File: src/hw/rtl/bmpd_pkg.sv
`default_nettype none
package bmpd_pkg;

  // size limits handed to the top level as parameter defaults
  localparam int MAX_WIDTH_DEF  = 4096;
  localparam int MAX_HEIGHT_DEF = 4096;

  // output field widths fixed by the interface
  localparam int COORD_W = 12;
  localparam int SIZE_W  = 13;

  typedef logic [7:0]         byte_t;
  typedef logic [1:0]         kind_t;
  typedef logic [3:0]         err_t;
  typedef logic [5:0]         hdr_idx_t;
  typedef logic [COORD_W-1:0] coord_t;
  typedef logic [SIZE_W-1:0]  size_t;

  typedef enum logic [1:0] {
    PH_IDLE,
    PH_HEADER,
    PH_PIXELS
  } phase_t;

  // result kinds
  localparam kind_t KIND_PIXEL  = 2'd0;
  localparam kind_t KIND_HEADER = 2'd1;
  localparam kind_t KIND_ERROR  = 2'd2;

  // error codes, lower value has priority
  localparam err_t ERR_SIGNATURE   = 4'd0;
  localparam err_t ERR_OFFSET      = 4'd1;
  localparam err_t ERR_INFO_SIZE   = 4'd2;
  localparam err_t ERR_PLANES      = 4'd3;
  localparam err_t ERR_DEPTH       = 4'd4;
  localparam err_t ERR_COMPRESSION = 4'd5;
  localparam err_t ERR_PALETTE     = 4'd6;
  localparam err_t ERR_SIZE        = 4'd7;
  localparam err_t ERR_TRUNCATED   = 4'd8;
  localparam err_t NO_FAIL         = 4'd15;

  // expected header field values
  localparam logic [15:0] SIG_BM       = 16'h4D42;
  localparam logic [31:0] PIXEL_OFFSET = 32'd54;
  localparam logic [31:0] INFO_SIZE    = 32'd40;
  localparam logic [15:0] PLANES       = 16'd1;
  localparam logic [15:0] BITS_PER_PIX = 16'd24;

  // header byte positions at which a field completes
  localparam hdr_idx_t IDX_SIG      = 6'd1;
  localparam hdr_idx_t IDX_OFFSET   = 6'd13;
  localparam hdr_idx_t IDX_INFO     = 6'd17;
  localparam hdr_idx_t IDX_WIDTH    = 6'd21;
  localparam hdr_idx_t IDX_HEIGHT   = 6'd25;
  localparam hdr_idx_t IDX_PLANES   = 6'd27;
  localparam hdr_idx_t IDX_DEPTH    = 6'd29;
  localparam hdr_idx_t IDX_COMPRESS = 6'd33;
  localparam hdr_idx_t IDX_PALETTE  = 6'd49;
  localparam hdr_idx_t IDX_LAST     = 6'd53;

  typedef struct packed {
    byte_t data_byte;
    logic  file_start;
  } item_t;

  typedef struct packed {
    kind_t  result_kind;
    err_t   error_code;
    byte_t  red;
    byte_t  green;
    byte_t  blue;
    coord_t column;
    coord_t row;
    logic   last_pixel;
    size_t  image_width;
    size_t  image_height;
  } res_t;

endpackage
`default_nettype wire

File: src/hw/rtl/bmpd_in_if.sv
`default_nettype none
interface bmpd_in_if;
  logic           valid;
  logic           ready;
  bmpd_pkg::byte_t data_byte;
  logic           file_start;

  modport source (output valid, output data_byte, output file_start, input ready);
  modport sink (input valid, input data_byte, input file_start, output ready);
endinterface
`default_nettype wire

File: src/hw/rtl/bmpd_out_if.sv
`default_nettype none
interface bmpd_out_if;
  logic             valid;
  logic             ready;
  bmpd_pkg::kind_t  result_kind;
  bmpd_pkg::err_t   error_code;
  bmpd_pkg::byte_t  red;
  bmpd_pkg::byte_t  green;
  bmpd_pkg::byte_t  blue;
  bmpd_pkg::coord_t column;
  bmpd_pkg::coord_t row;
  logic             last_pixel;
  bmpd_pkg::size_t  image_width;
  bmpd_pkg::size_t  image_height;

  modport source (
    output valid, output result_kind, output error_code, output red, output green,
    output blue, output column, output row, output last_pixel, output image_width,
    output image_height, input ready
  );
  modport sink (
    input valid, input result_kind, input error_code, input red, input green,
    input blue, input column, input row, input last_pixel, input image_width,
    input image_height, output ready
  );
endinterface
`default_nettype wire

File: src/hw/rtl/bmpd_in_stage.sv
`default_nettype none
module bmpd_in_stage (
  input  wire logic            clk,
  input  wire logic            rst_n,
  input  wire logic            in_valid,
  input  wire bmpd_pkg::item_t in_data,
  input  wire logic            advance,
  output logic                 in_ready,
  output logic                 item_valid,
  output bmpd_pkg::item_t      item
);

  logic            valid_r;
  bmpd_pkg::item_t item_r;

  // free, or being drained this cycle
  assign in_ready   = !valid_r || advance;
  assign item_valid = valid_r;
  assign item       = item_r;

  always_ff @(posedge clk) begin
    if (!rst_n) begin
      valid_r <= 1'b0;
    end else if (in_ready) begin
      valid_r <= in_valid;
    end
  end

  always_ff @(posedge clk) begin
    if (in_ready && in_valid) begin
      item_r <= in_data;
    end
  end

endmodule
`default_nettype wire

File: src/hw/rtl/bmpd_core.sv
`default_nettype none
module bmpd_core #(
  parameter int MAX_WIDTH  = bmpd_pkg::MAX_WIDTH_DEF,
  parameter int MAX_HEIGHT = bmpd_pkg::MAX_HEIGHT_DEF
) (
  input  wire logic            clk,
  input  wire logic            rst_n,
  input  wire logic            step,
  input  wire bmpd_pkg::item_t item,
  output logic                 has_result,
  output bmpd_pkg::res_t       res
);

  localparam int WW = $clog2(MAX_WIDTH + 1);
  localparam int HW = $clog2(MAX_HEIGHT + 1);

  typedef logic [WW-1:0] wd_t;
  typedef logic [HW-1:0] ht_t;

  bmpd_pkg::phase_t   phase_r, phase_nxt;
  bmpd_pkg::hdr_idx_t idx_r, idx_nxt;
  logic [31:0]        shift_r, shift_nxt;
  bmpd_pkg::err_t     fail_r, fail_nxt;
  wd_t                width_r, width_nxt;
  ht_t                height_r, height_nxt;
  wd_t                col_r, col_nxt;
  ht_t                srow_r, srow_nxt;
  logic [1:0]         bip_r, bip_nxt;
  logic [1:0]         pad_r, pad_nxt;
  bmpd_pkg::byte_t    blue_r, blue_nxt;
  bmpd_pkg::byte_t    green_r, green_nxt;

  // a file start restarts the header parse on this very byte
  bmpd_pkg::phase_t   phase_e;
  bmpd_pkg::hdr_idx_t idx_e;
  logic [31:0]        shift_e;
  bmpd_pkg::err_t     fail_e;
  logic [31:0]        sh;
  logic               busy;
  logic               chk_bad;
  bmpd_pkg::err_t     chk_code;
  bmpd_pkg::err_t     fail_n;
  logic               width_bad, height_bad;
  wd_t                col_inc;
  ht_t                srow_inc;
  logic               row_end, img_end;
  logic [1:0]         pad_fill;

  assign phase_e = item.file_start ? bmpd_pkg::PH_HEADER : phase_r;
  assign idx_e   = item.file_start ? '0 : idx_r;
  assign shift_e = item.file_start ? '0 : shift_r;
  assign fail_e  = item.file_start ? bmpd_pkg::NO_FAIL : fail_r;
  assign sh      = {item.data_byte, shift_e[31:8]};
  assign busy    = (phase_r == bmpd_pkg::PH_HEADER) || (phase_r == bmpd_pkg::PH_PIXELS);

  assign width_bad  = sh[31] || (sh > 32'(MAX_WIDTH));
  assign height_bad = sh[31] || (sh > 32'(MAX_HEIGHT));

  // field check at the byte that completes it
  always_comb begin
    chk_bad  = 1'b0;
    chk_code = bmpd_pkg::NO_FAIL;
    unique case (idx_e)
      bmpd_pkg::IDX_SIG: begin
        chk_bad  = sh[31:16] != bmpd_pkg::SIG_BM;
        chk_code = bmpd_pkg::ERR_SIGNATURE;
      end
      bmpd_pkg::IDX_OFFSET: begin
        chk_bad  = sh != bmpd_pkg::PIXEL_OFFSET;
        chk_code = bmpd_pkg::ERR_OFFSET;
      end
      bmpd_pkg::IDX_INFO: begin
        chk_bad  = sh != bmpd_pkg::INFO_SIZE;
        chk_code = bmpd_pkg::ERR_INFO_SIZE;
      end
      bmpd_pkg::IDX_WIDTH: begin
        chk_bad  = width_bad;
        chk_code = bmpd_pkg::ERR_SIZE;
      end
      bmpd_pkg::IDX_HEIGHT: begin
        chk_bad  = height_bad;
        chk_code = bmpd_pkg::ERR_SIZE;
      end
      bmpd_pkg::IDX_PLANES: begin
        chk_bad  = sh[31:16] != bmpd_pkg::PLANES;
        chk_code = bmpd_pkg::ERR_PLANES;
      end
      bmpd_pkg::IDX_DEPTH: begin
        chk_bad  = sh[31:16] != bmpd_pkg::BITS_PER_PIX;
        chk_code = bmpd_pkg::ERR_DEPTH;
      end
      bmpd_pkg::IDX_COMPRESS: begin
        chk_bad  = sh != '0;
        chk_code = bmpd_pkg::ERR_COMPRESSION;
      end
      bmpd_pkg::IDX_PALETTE: begin
        chk_bad  = sh != '0;
        chk_code = bmpd_pkg::ERR_PALETTE;
      end
      default: begin
        chk_bad  = 1'b0;
        chk_code = bmpd_pkg::NO_FAIL;
      end
    endcase
  end

  assign fail_n = (chk_bad && (chk_code < fail_e)) ? chk_code : fail_e;

  assign col_inc  = col_r + wd_t'(1);
  assign srow_inc = srow_r + ht_t'(1);
  assign row_end  = col_inc >= width_r;
  assign img_end  = srow_inc >= height_r;
  assign pad_fill = 2'(width_r);

  // next state
  always_comb begin
    phase_nxt  = phase_r;
    idx_nxt    = idx_r;
    shift_nxt  = shift_r;
    fail_nxt   = fail_r;
    width_nxt  = width_r;
    height_nxt = height_r;
    col_nxt    = col_r;
    srow_nxt   = srow_r;
    bip_nxt    = bip_r;
    pad_nxt    = pad_r;
    blue_nxt   = blue_r;
    green_nxt  = green_r;
    if (step) begin
      if (phase_e == bmpd_pkg::PH_HEADER) begin
        phase_nxt = bmpd_pkg::PH_HEADER;
        shift_nxt = sh;
        idx_nxt   = idx_e + bmpd_pkg::hdr_idx_t'(1);
        fail_nxt  = fail_n;
        unique case (idx_e)
          bmpd_pkg::IDX_WIDTH: begin
            width_nxt = width_bad ? '0 : wd_t'(sh);
          end
          bmpd_pkg::IDX_HEIGHT: begin
            height_nxt = height_bad ? '0 : ht_t'(sh);
          end
          bmpd_pkg::IDX_OFFSET: begin
            if (fail_n != bmpd_pkg::NO_FAIL) begin
              phase_nxt = bmpd_pkg::PH_IDLE;
            end
          end
          bmpd_pkg::IDX_LAST: begin
            col_nxt  = '0;
            srow_nxt = '0;
            bip_nxt  = '0;
            pad_nxt  = '0;
            if (fail_n != bmpd_pkg::NO_FAIL || width_r == '0 || height_r == '0) begin
              phase_nxt = bmpd_pkg::PH_IDLE;
            end else begin
              phase_nxt = bmpd_pkg::PH_PIXELS;
            end
          end
          default: begin
          end
        endcase
      end else if (phase_e == bmpd_pkg::PH_PIXELS) begin
        if (pad_r != '0) begin
          pad_nxt = pad_r - 2'd1;
          if (pad_r == 2'd1) begin
            srow_nxt = srow_inc;
            if (img_end) begin
              phase_nxt = bmpd_pkg::PH_IDLE;
            end
          end
        end else begin
          unique case (bip_r)
            2'd0: begin
              blue_nxt = item.data_byte;
              bip_nxt  = 2'd1;
            end
            2'd1: begin
              green_nxt = item.data_byte;
              bip_nxt   = 2'd2;
            end
            default: begin
              bip_nxt = 2'd0;
              if (row_end) begin
                col_nxt = '0;
                pad_nxt = pad_fill;
                if (pad_fill == '0) begin
                  srow_nxt = srow_inc;
                  if (img_end) begin
                    phase_nxt = bmpd_pkg::PH_IDLE;
                  end
                end
              end else begin
                col_nxt = col_inc;
              end
            end
          endcase
        end
      end
    end
  end

  // result of this byte
  always_comb begin
    has_result = 1'b0;
    res        = '0;
    if (step) begin
      if (item.file_start && busy) begin
        has_result      = 1'b1;
        res.result_kind = bmpd_pkg::KIND_ERROR;
        res.error_code  = bmpd_pkg::ERR_TRUNCATED;
      end else if (phase_e == bmpd_pkg::PH_HEADER) begin
        if ((idx_e == bmpd_pkg::IDX_OFFSET || idx_e == bmpd_pkg::IDX_LAST) &&
            fail_n != bmpd_pkg::NO_FAIL) begin
          has_result      = 1'b1;
          res.result_kind = bmpd_pkg::KIND_ERROR;
          res.error_code  = fail_n;
        end else if (idx_e == bmpd_pkg::IDX_LAST) begin
          has_result       = 1'b1;
          res.result_kind  = bmpd_pkg::KIND_HEADER;
          res.image_width  = bmpd_pkg::size_t'(width_r);
          res.image_height = bmpd_pkg::size_t'(height_r);
        end
      end else if (phase_e == bmpd_pkg::PH_PIXELS && pad_r == '0 && bip_r == 2'd2) begin
        has_result      = 1'b1;
        res.result_kind = bmpd_pkg::KIND_PIXEL;
        res.red         = item.data_byte;
        res.green       = green_r;
        res.blue        = blue_r;
        res.column      = bmpd_pkg::coord_t'(col_r);
        res.row         = bmpd_pkg::coord_t'(height_r - ht_t'(1) - srow_r);
        res.last_pixel  = (col_inc == width_r) && (srow_inc == height_r);
      end
    end
  end

  always_ff @(posedge clk) begin
    if (!rst_n) begin
      phase_r  <= bmpd_pkg::PH_IDLE;
      idx_r    <= '0;
      shift_r  <= '0;
      fail_r   <= bmpd_pkg::NO_FAIL;
      width_r  <= '0;
      height_r <= '0;
      col_r    <= '0;
      srow_r   <= '0;
      bip_r    <= '0;
      pad_r    <= '0;
      blue_r   <= '0;
      green_r  <= '0;
    end else begin
      phase_r  <= phase_nxt;
      idx_r    <= idx_nxt;
      shift_r  <= shift_nxt;
      fail_r   <= fail_nxt;
      width_r  <= width_nxt;
      height_r <= height_nxt;
      col_r    <= col_nxt;
      srow_r   <= srow_nxt;
      bip_r    <= bip_nxt;
      pad_r    <= pad_nxt;
      blue_r   <= blue_nxt;
      green_r  <= green_nxt;
    end
  end

endmodule
`default_nettype wire

File: src/hw/rtl/bmpd_out_stage.sv
`default_nettype none
module bmpd_out_stage (
  input  wire logic           clk,
  input  wire logic           rst_n,
  input  wire logic           load,
  input  wire bmpd_pkg::res_t res_in,
  input  wire logic           out_ready,
  output logic                can_take,
  output logic                out_valid,
  output bmpd_pkg::res_t      res_out
);

  logic           valid_r;
  bmpd_pkg::res_t res_r;

  assign can_take  = !valid_r || out_ready;
  assign out_valid = valid_r;
  assign res_out   = res_r;

  always_ff @(posedge clk) begin
    if (!rst_n) begin
      valid_r <= 1'b0;
    end else if (load) begin
      valid_r <= 1'b1;
    end else if (out_ready) begin
      valid_r <= 1'b0;
    end
  end

  always_ff @(posedge clk) begin
    if (load) begin
      res_r <= res_in;
    end
  end

endmodule
`default_nettype wire

File: src/hw/rtl/bmp_24bit_stream_decoder.sv
// streaming decoder for uncompressed 24-bit bitmap files
// in_item: one file byte per item, file_start marks the first byte of a file
// out_item: at most one result per byte: header accepted with width and
//   height, an error code, or a pixel with column, top-down row and last flag
// each accepted byte is held in an input register, then decoded combinationally
//   into the result register once that register can take a result
// throughput is one byte per clock as long as out_item.ready stays high
// bytes that give no result (header bytes, blue and green, row padding, idle
//   bytes) still pass through the decode stage but load nothing
// when the receiver stalls with a result pending, the decode stage holds its
//   byte and in_item.ready drops in the same cycle (ready path is combinational
//   from out_item.ready)
// after reset the parser is idle and ignores bytes until a file start
// an error sends the parser idle; a file start mid-file reports truncation
//   and still opens the new file
module bmp_24bit_stream_decoder #(
  parameter int MAX_WIDTH  = bmpd_pkg::MAX_WIDTH_DEF,
  parameter int MAX_HEIGHT = bmpd_pkg::MAX_HEIGHT_DEF
) (
  input wire logic   clk,
  input wire logic   rst_n,
  bmpd_in_if.sink    in_item,
  bmpd_out_if.source out_item
);

  bmpd_pkg::item_t in_data;
  bmpd_pkg::item_t item;
  logic            item_valid;
  logic            advance;
  logic            can_take;
  logic            has_result;
  bmpd_pkg::res_t  res;
  bmpd_pkg::res_t  res_q;

  assign in_data.data_byte  = in_item.data_byte;
  assign in_data.file_start = in_item.file_start;

  // decode the held byte whenever the result register has room, whether or not the byte gives a result
  assign advance = item_valid && can_take;

  bmpd_in_stage u_in (
    .clk        (clk),
    .rst_n      (rst_n),
    .in_valid   (in_item.valid),
    .in_data    (in_data),
    .advance    (advance),
    .in_ready   (in_item.ready),
    .item_valid (item_valid),
    .item       (item)
  );

  bmpd_core #(
    .MAX_WIDTH  (MAX_WIDTH),
    .MAX_HEIGHT (MAX_HEIGHT)
  ) u_core (
    .clk        (clk),
    .rst_n      (rst_n),
    .step       (advance),
    .item       (item),
    .has_result (has_result),
    .res        (res)
  );

  bmpd_out_stage u_out (
    .clk       (clk),
    .rst_n     (rst_n),
    .load      (advance && has_result),
    .res_in    (res),
    .out_ready (out_item.ready),
    .can_take  (can_take),
    .out_valid (out_item.valid),
    .res_out   (res_q)
  );

  assign out_item.result_kind  = res_q.result_kind;
  assign out_item.error_code   = res_q.error_code;
  assign out_item.red          = res_q.red;
  assign out_item.green        = res_q.green;
  assign out_item.blue         = res_q.blue;
  assign out_item.column       = res_q.column;
  assign out_item.row          = res_q.row;
  assign out_item.last_pixel   = res_q.last_pixel;
  assign out_item.image_width  = res_q.image_width;
  assign out_item.image_height = res_q.image_height;

endmodule
`default_nettype wire

File: src/flat_wrapper.sv
// flat-port wrapper written by rule: the top's interface ports become plain ports
module bmp_24bit_stream_decoder_flat 
#(
  parameter int MAX_WIDTH  = bmpd_pkg::MAX_WIDTH_DEF,
  parameter int MAX_HEIGHT = bmpd_pkg::MAX_HEIGHT_DEF
)
  (clk, rst_n, in_item_valid, in_item_data_byte, in_item_file_start, in_item_ready, out_item_valid, out_item_result_kind, out_item_error_code, out_item_red, out_item_green, out_item_blue, out_item_column, out_item_row, out_item_last_pixel, out_item_image_width, out_item_image_height, out_item_ready);
  bmpd_in_if in_item_i ();
  bmpd_out_if out_item_i ();
  input wire logic clk;
  input wire logic rst_n;
  input wire logic [$bits(in_item_i.valid)-1:0] in_item_valid;
  input wire logic [$bits(in_item_i.data_byte)-1:0] in_item_data_byte;
  input wire logic [$bits(in_item_i.file_start)-1:0] in_item_file_start;
  output wire logic [$bits(in_item_i.ready)-1:0] in_item_ready;
  output wire logic [$bits(out_item_i.valid)-1:0] out_item_valid;
  output wire logic [$bits(out_item_i.result_kind)-1:0] out_item_result_kind;
  output wire logic [$bits(out_item_i.error_code)-1:0] out_item_error_code;
  output wire logic [$bits(out_item_i.red)-1:0] out_item_red;
  output wire logic [$bits(out_item_i.green)-1:0] out_item_green;
  output wire logic [$bits(out_item_i.blue)-1:0] out_item_blue;
  output wire logic [$bits(out_item_i.column)-1:0] out_item_column;
  output wire logic [$bits(out_item_i.row)-1:0] out_item_row;
  output wire logic [$bits(out_item_i.last_pixel)-1:0] out_item_last_pixel;
  output wire logic [$bits(out_item_i.image_width)-1:0] out_item_image_width;
  output wire logic [$bits(out_item_i.image_height)-1:0] out_item_image_height;
  input wire logic [$bits(out_item_i.ready)-1:0] out_item_ready;
  assign in_item_i.valid = in_item_valid;
  assign in_item_i.data_byte = in_item_data_byte;
  assign in_item_i.file_start = in_item_file_start;
  assign in_item_ready = in_item_i.ready;
  assign out_item_valid = out_item_i.valid;
  assign out_item_result_kind = out_item_i.result_kind;
  assign out_item_error_code = out_item_i.error_code;
  assign out_item_red = out_item_i.red;
  assign out_item_green = out_item_i.green;
  assign out_item_blue = out_item_i.blue;
  assign out_item_column = out_item_i.column;
  assign out_item_row = out_item_i.row;
  assign out_item_last_pixel = out_item_i.last_pixel;
  assign out_item_image_width = out_item_i.image_width;
  assign out_item_image_height = out_item_i.image_height;
  assign out_item_i.ready = out_item_ready;
  bmp_24bit_stream_decoder #(.MAX_WIDTH(MAX_WIDTH), .MAX_HEIGHT(MAX_HEIGHT)) u_core (.clk(clk), .rst_n(rst_n), .in_item(in_item_i), .out_item(out_item_i));
endmodule
File: config.mk
export PLATFORM = sky130hd
export DESIGN_NAME = bmp_24bit_stream_decoder_flat
export DESIGN_NICKNAME = d
export VERILOG_FILES = /design/src/hw/rtl/bmpd_pkg.sv /design/src/hw/rtl/bmpd_in_if.sv /design/src/hw/rtl/bmpd_out_if.sv /design/src/hw/rtl/bmpd_in_stage.sv /design/src/hw/rtl/bmpd_core.sv /design/src/hw/rtl/bmpd_out_stage.sv /design/src/hw/rtl/bmp_24bit_stream_decoder.sv /design/src/flat_wrapper.sv
export SDC_FILE = /design/constraint.sdc
export NUM_CORES = 1
export LEC_CHECK = 0
export BUFFER_PORTS_ARGS = -buffer_cell sky130_fd_sc_hd__buf_2
export CORE_ASPECT_RATIO = 1.2
export CORE_MARGIN = 5
export CORE_UTILIZATION = 60
export DETAILED_ROUTE_END_ITERATION = 10
export HOLD_SLACK_MARGIN = 0.15
export PLACE_DENSITY_LB_ADDON = 0.2
export SYNTH_ARGS = -nofsm -noshare
export SYNTH_HDL_FRONTEND = slang
export SYNTH_HIERARCHICAL = 1
export SYNTH_SLANG_ARGS = --single-unit
File: constraint.sdc
create_clock -name clk -period 6.6 [get_ports clk]
set_clock_uncertainty 0.2 [all_clocks]
set_input_delay 1.98 -clock clk [delete_from_list [all_inputs] [get_ports clk]]
set_output_delay 1.98 -clock clk [all_outputs]
set_load 0.05 [all_outputs]
==> summary.txt <==
STA
  – Max Slew Vio Count: 0
  – Fin. Hold Viols: 0
  – Relative slew slack: 0.193
  – Setup violations, final: 0
  – Worst-Margin Slew: between 1 and 1.5 ns
  – Fin crit period: ~5 ns
  – Hold slack: 0.283 ns
  – Setup TNS: 0 ns
  – RSZ-0062 raised after global routing: false
  – Fin crit share: 0.780
  – Fmax: 194 MHz

Floorplan
  – Die W: approximately 130 µm
  – CORE AREA: about 0.017 mm²
  – Io pins: 96
  – Initial Util: 0.615
  – Row count: 52
  – Die Area: slightly above 0.02 mm²
  – Die Height: around 150 µm

Finish
  – Finished Layout Cells: 1379
  – Fillers: between 1000 and 1500
  – Diode count: 0
  – Layout cell share with drive strength beyond 1: 0.142
  – Synth-to-Final Area Change: 11.2%
  – Nets: about 1200
  – Layout Utilization: 0.684

Global route
  – Global router's overall resource usage: 0.232
  – First-pass GRT wire length: around 38000 µm
  – Initial antenna violation count: 0
  – GR Overflow Total: 0
  – Largest net degree at the start of global routing: 76
  – Vias in the first global route: 7634

Run
  – Max Cap Viol: 0

Logic synthesis
  – Area leader, netlist: edfxtp_1
  – Syn Inst Count: approximately 1100
  – FF+latch count, synth: 200
  – Synthesis Warnings: 6
  – Post-synth EDFFs: 90
  – Most numerous cell in the Yosys netlist: nand2_1
  – Top-area cell type share of the netlist area: 0.259
  – Ys async rst share: 0
  – Mapped Area: 0.0104 mm²
  – Top FF cell, synth: dfxtp_1
  – Register area share after synthesis: 0.470
  – Synth cell types: between 70 and 80
  – Syn_nets: roughly 1100
  – Area contributors post-synth: edfxtp_1, dfxtp_1, and2_1
  – Post-synth top cells: nand2_1, dfxtp_1, and2_1
  – Average cell area after synthesis: between 9 and 10 µm²

Critical path
  – CP max FO: 9
  – Critical path startpoint category: input port
  – Crit path DAT: 2.97 ns
  – CP endpoint kind: output pin
  – WS Path Type: in2out
  – Critical Path RT: about 4.4 ns

Placed design
  – Final GP Congestion: 0.878
  – Final HPWL DP: between 15000 and 20000 µm
  – Cells after DPL: around 1300
  – Buffers on Ports: 95

CTS
  – Latest clock arrival within the worst-skew pair: ~0.43 ns
  – Clock buffer depth: 2
  – Post-CTS Hold Buffers: 0
  – CTS Sinks: 200
  – Clock Pin Slew Worst Setup and Hold Paths: around 0.070 ns
  – Resized Gates After CTS: 0
  – CTS Buf Count: 17
  – TritonCTS clock tree: yes
  – Root buffer cell: clkbuf_16
  – Setup Fix Bufs, Post-CTS: 0
  – H-Tree Depth: 4

Route
  – DR DRC count: 0
  – Antenna Nets Post-Route: 0
  – Pre-antenna DRT Iters: 5
  – DR iter-0 viols: 576
  – Routed via count: roughly 8000
  – Vias per cell: a little under 6
  – Final wirelength: ~23000 µm
  – Wire per inst: 16.7 µm

Hold path
  – Worst Hold Class: reg2reg

Power and ir drop
  – Maximum VDD drop: approximately 0.16 mV
  – Leak pwr: between 4 and 5 nW
  – Power per cell area: between 200 and 250 mW/mm²

Run status
  – Status: finished clean
[cell type report]
type | count | area, µm² | share of cell area
multi-input combinational | 775 | 5110 | 0.440
sequential | 200 | 4900 | 0.422
timing repair buffer | 106 | 558 | 0.0480
clock buffer | 21 | 480 | 0.0414
tap | 216 | 270 | 0.0233
inverter | 50 | 188 | 0.0162
clock inverter | 11 | 100 | 0.00862
[cell usage in the layout (no fill, tap or decap), drive strengths merged, types with 17 or more instances in the layout]
cell type / netlist / layout
inv: 50 / 57
clkbuf: 54 / 21
a21boi: 43 / 43
a21oi: 28 / 28
buf: 7 / 106
nand3b: 18 / 18
o21ai: 58 / 58
nor3: 17 / 17
mux2i: 17 / 17
nor2b: 31 / 31
nor2: 60 / 60
xnor2: 18 / 18
dfxtp: 110 / 110
nand3: 25 / 25
and2: 103 / 103
ha: 44 / 44
nand2: 120 / 120
edfxtp: 90 / 90
[cells by family after synthesis]
logic type,count (synthesis),share of synthesized area
simple gates,463,0.245
compound gates,213,0.140
flops,200,0.470
buf+inv,111,0.0418
fa+ha+maj,46,0.0556
xor+xnor,32,0.0268
mux,21,0.0206
[power breakdown]
group,switching (mW),leakage [nW],internal [mW]
clock,0.473,0.287,0.537
sequential,0.0115,1.91,1.29
combinational,0.0491,2.50,0.0281
total,0.534,4.70,1.86
[metal layers]
layer,up-vias,global-route usage,share of wire
met1,3783,0.301,0.42
met3,34,0.0310,0.049
met2,214,0.401,0.51
met5,-,0,0
met4,0,0.0740,0.021
li1,3961,-,-
[through the flow]
stage	cell area (µm²)	total power, mW	setup slack [ns]
final	11600	2.39	1.45
after global routing	11600	2.47	1.36
after CTS	11600	2.41	1.45
after detailed placement	11000	1.41	1.45
after global placement	11000	1.41	1.50
after floorplan	10400	1.38	1.38
[registers in the layout (all words and copies together) (netlist names), 4 cells and up]
name	cells
u_core/u_core/shift_r	24
u_core/u_core/green_r	8
u_core/u_core/fail_r	4
u_core/u_core/height_r	13
u_core/u_core/srow_r	13
u_core/u_in/item	9
u_core/u_core/width_r	13
u_core/u_core/idx_r	6
u_core/u_out/res_out	81
u_core/u_core/col_r	13
u_core/u_core/blue_r	8
[final timing paths]
path	from	endpoint	slack, ns	cells past startpoint
max reg2reg	u_core/u_core/idx_r[4]	u_core/u_out/res_out[27]	1.86	12
max	out_item_ready	in_item_ready	1.45	5
min reg2reg	u_core/u_core/shift_r[14]	u_core/u_core/shift_r[14]	0.28	2
min	u_core/u_core/shift_r[14]	u_core/u_core/shift_r[14]	0.28	2
[critical path, cell delays in order]
cell and delay (ns):
buf_2 0.08, nand2b_4 0.13, and2_1 0.30, nand2b_4 0.21, buf_2 0.27
Note: power is estimated with default switching activity, not from simulation.
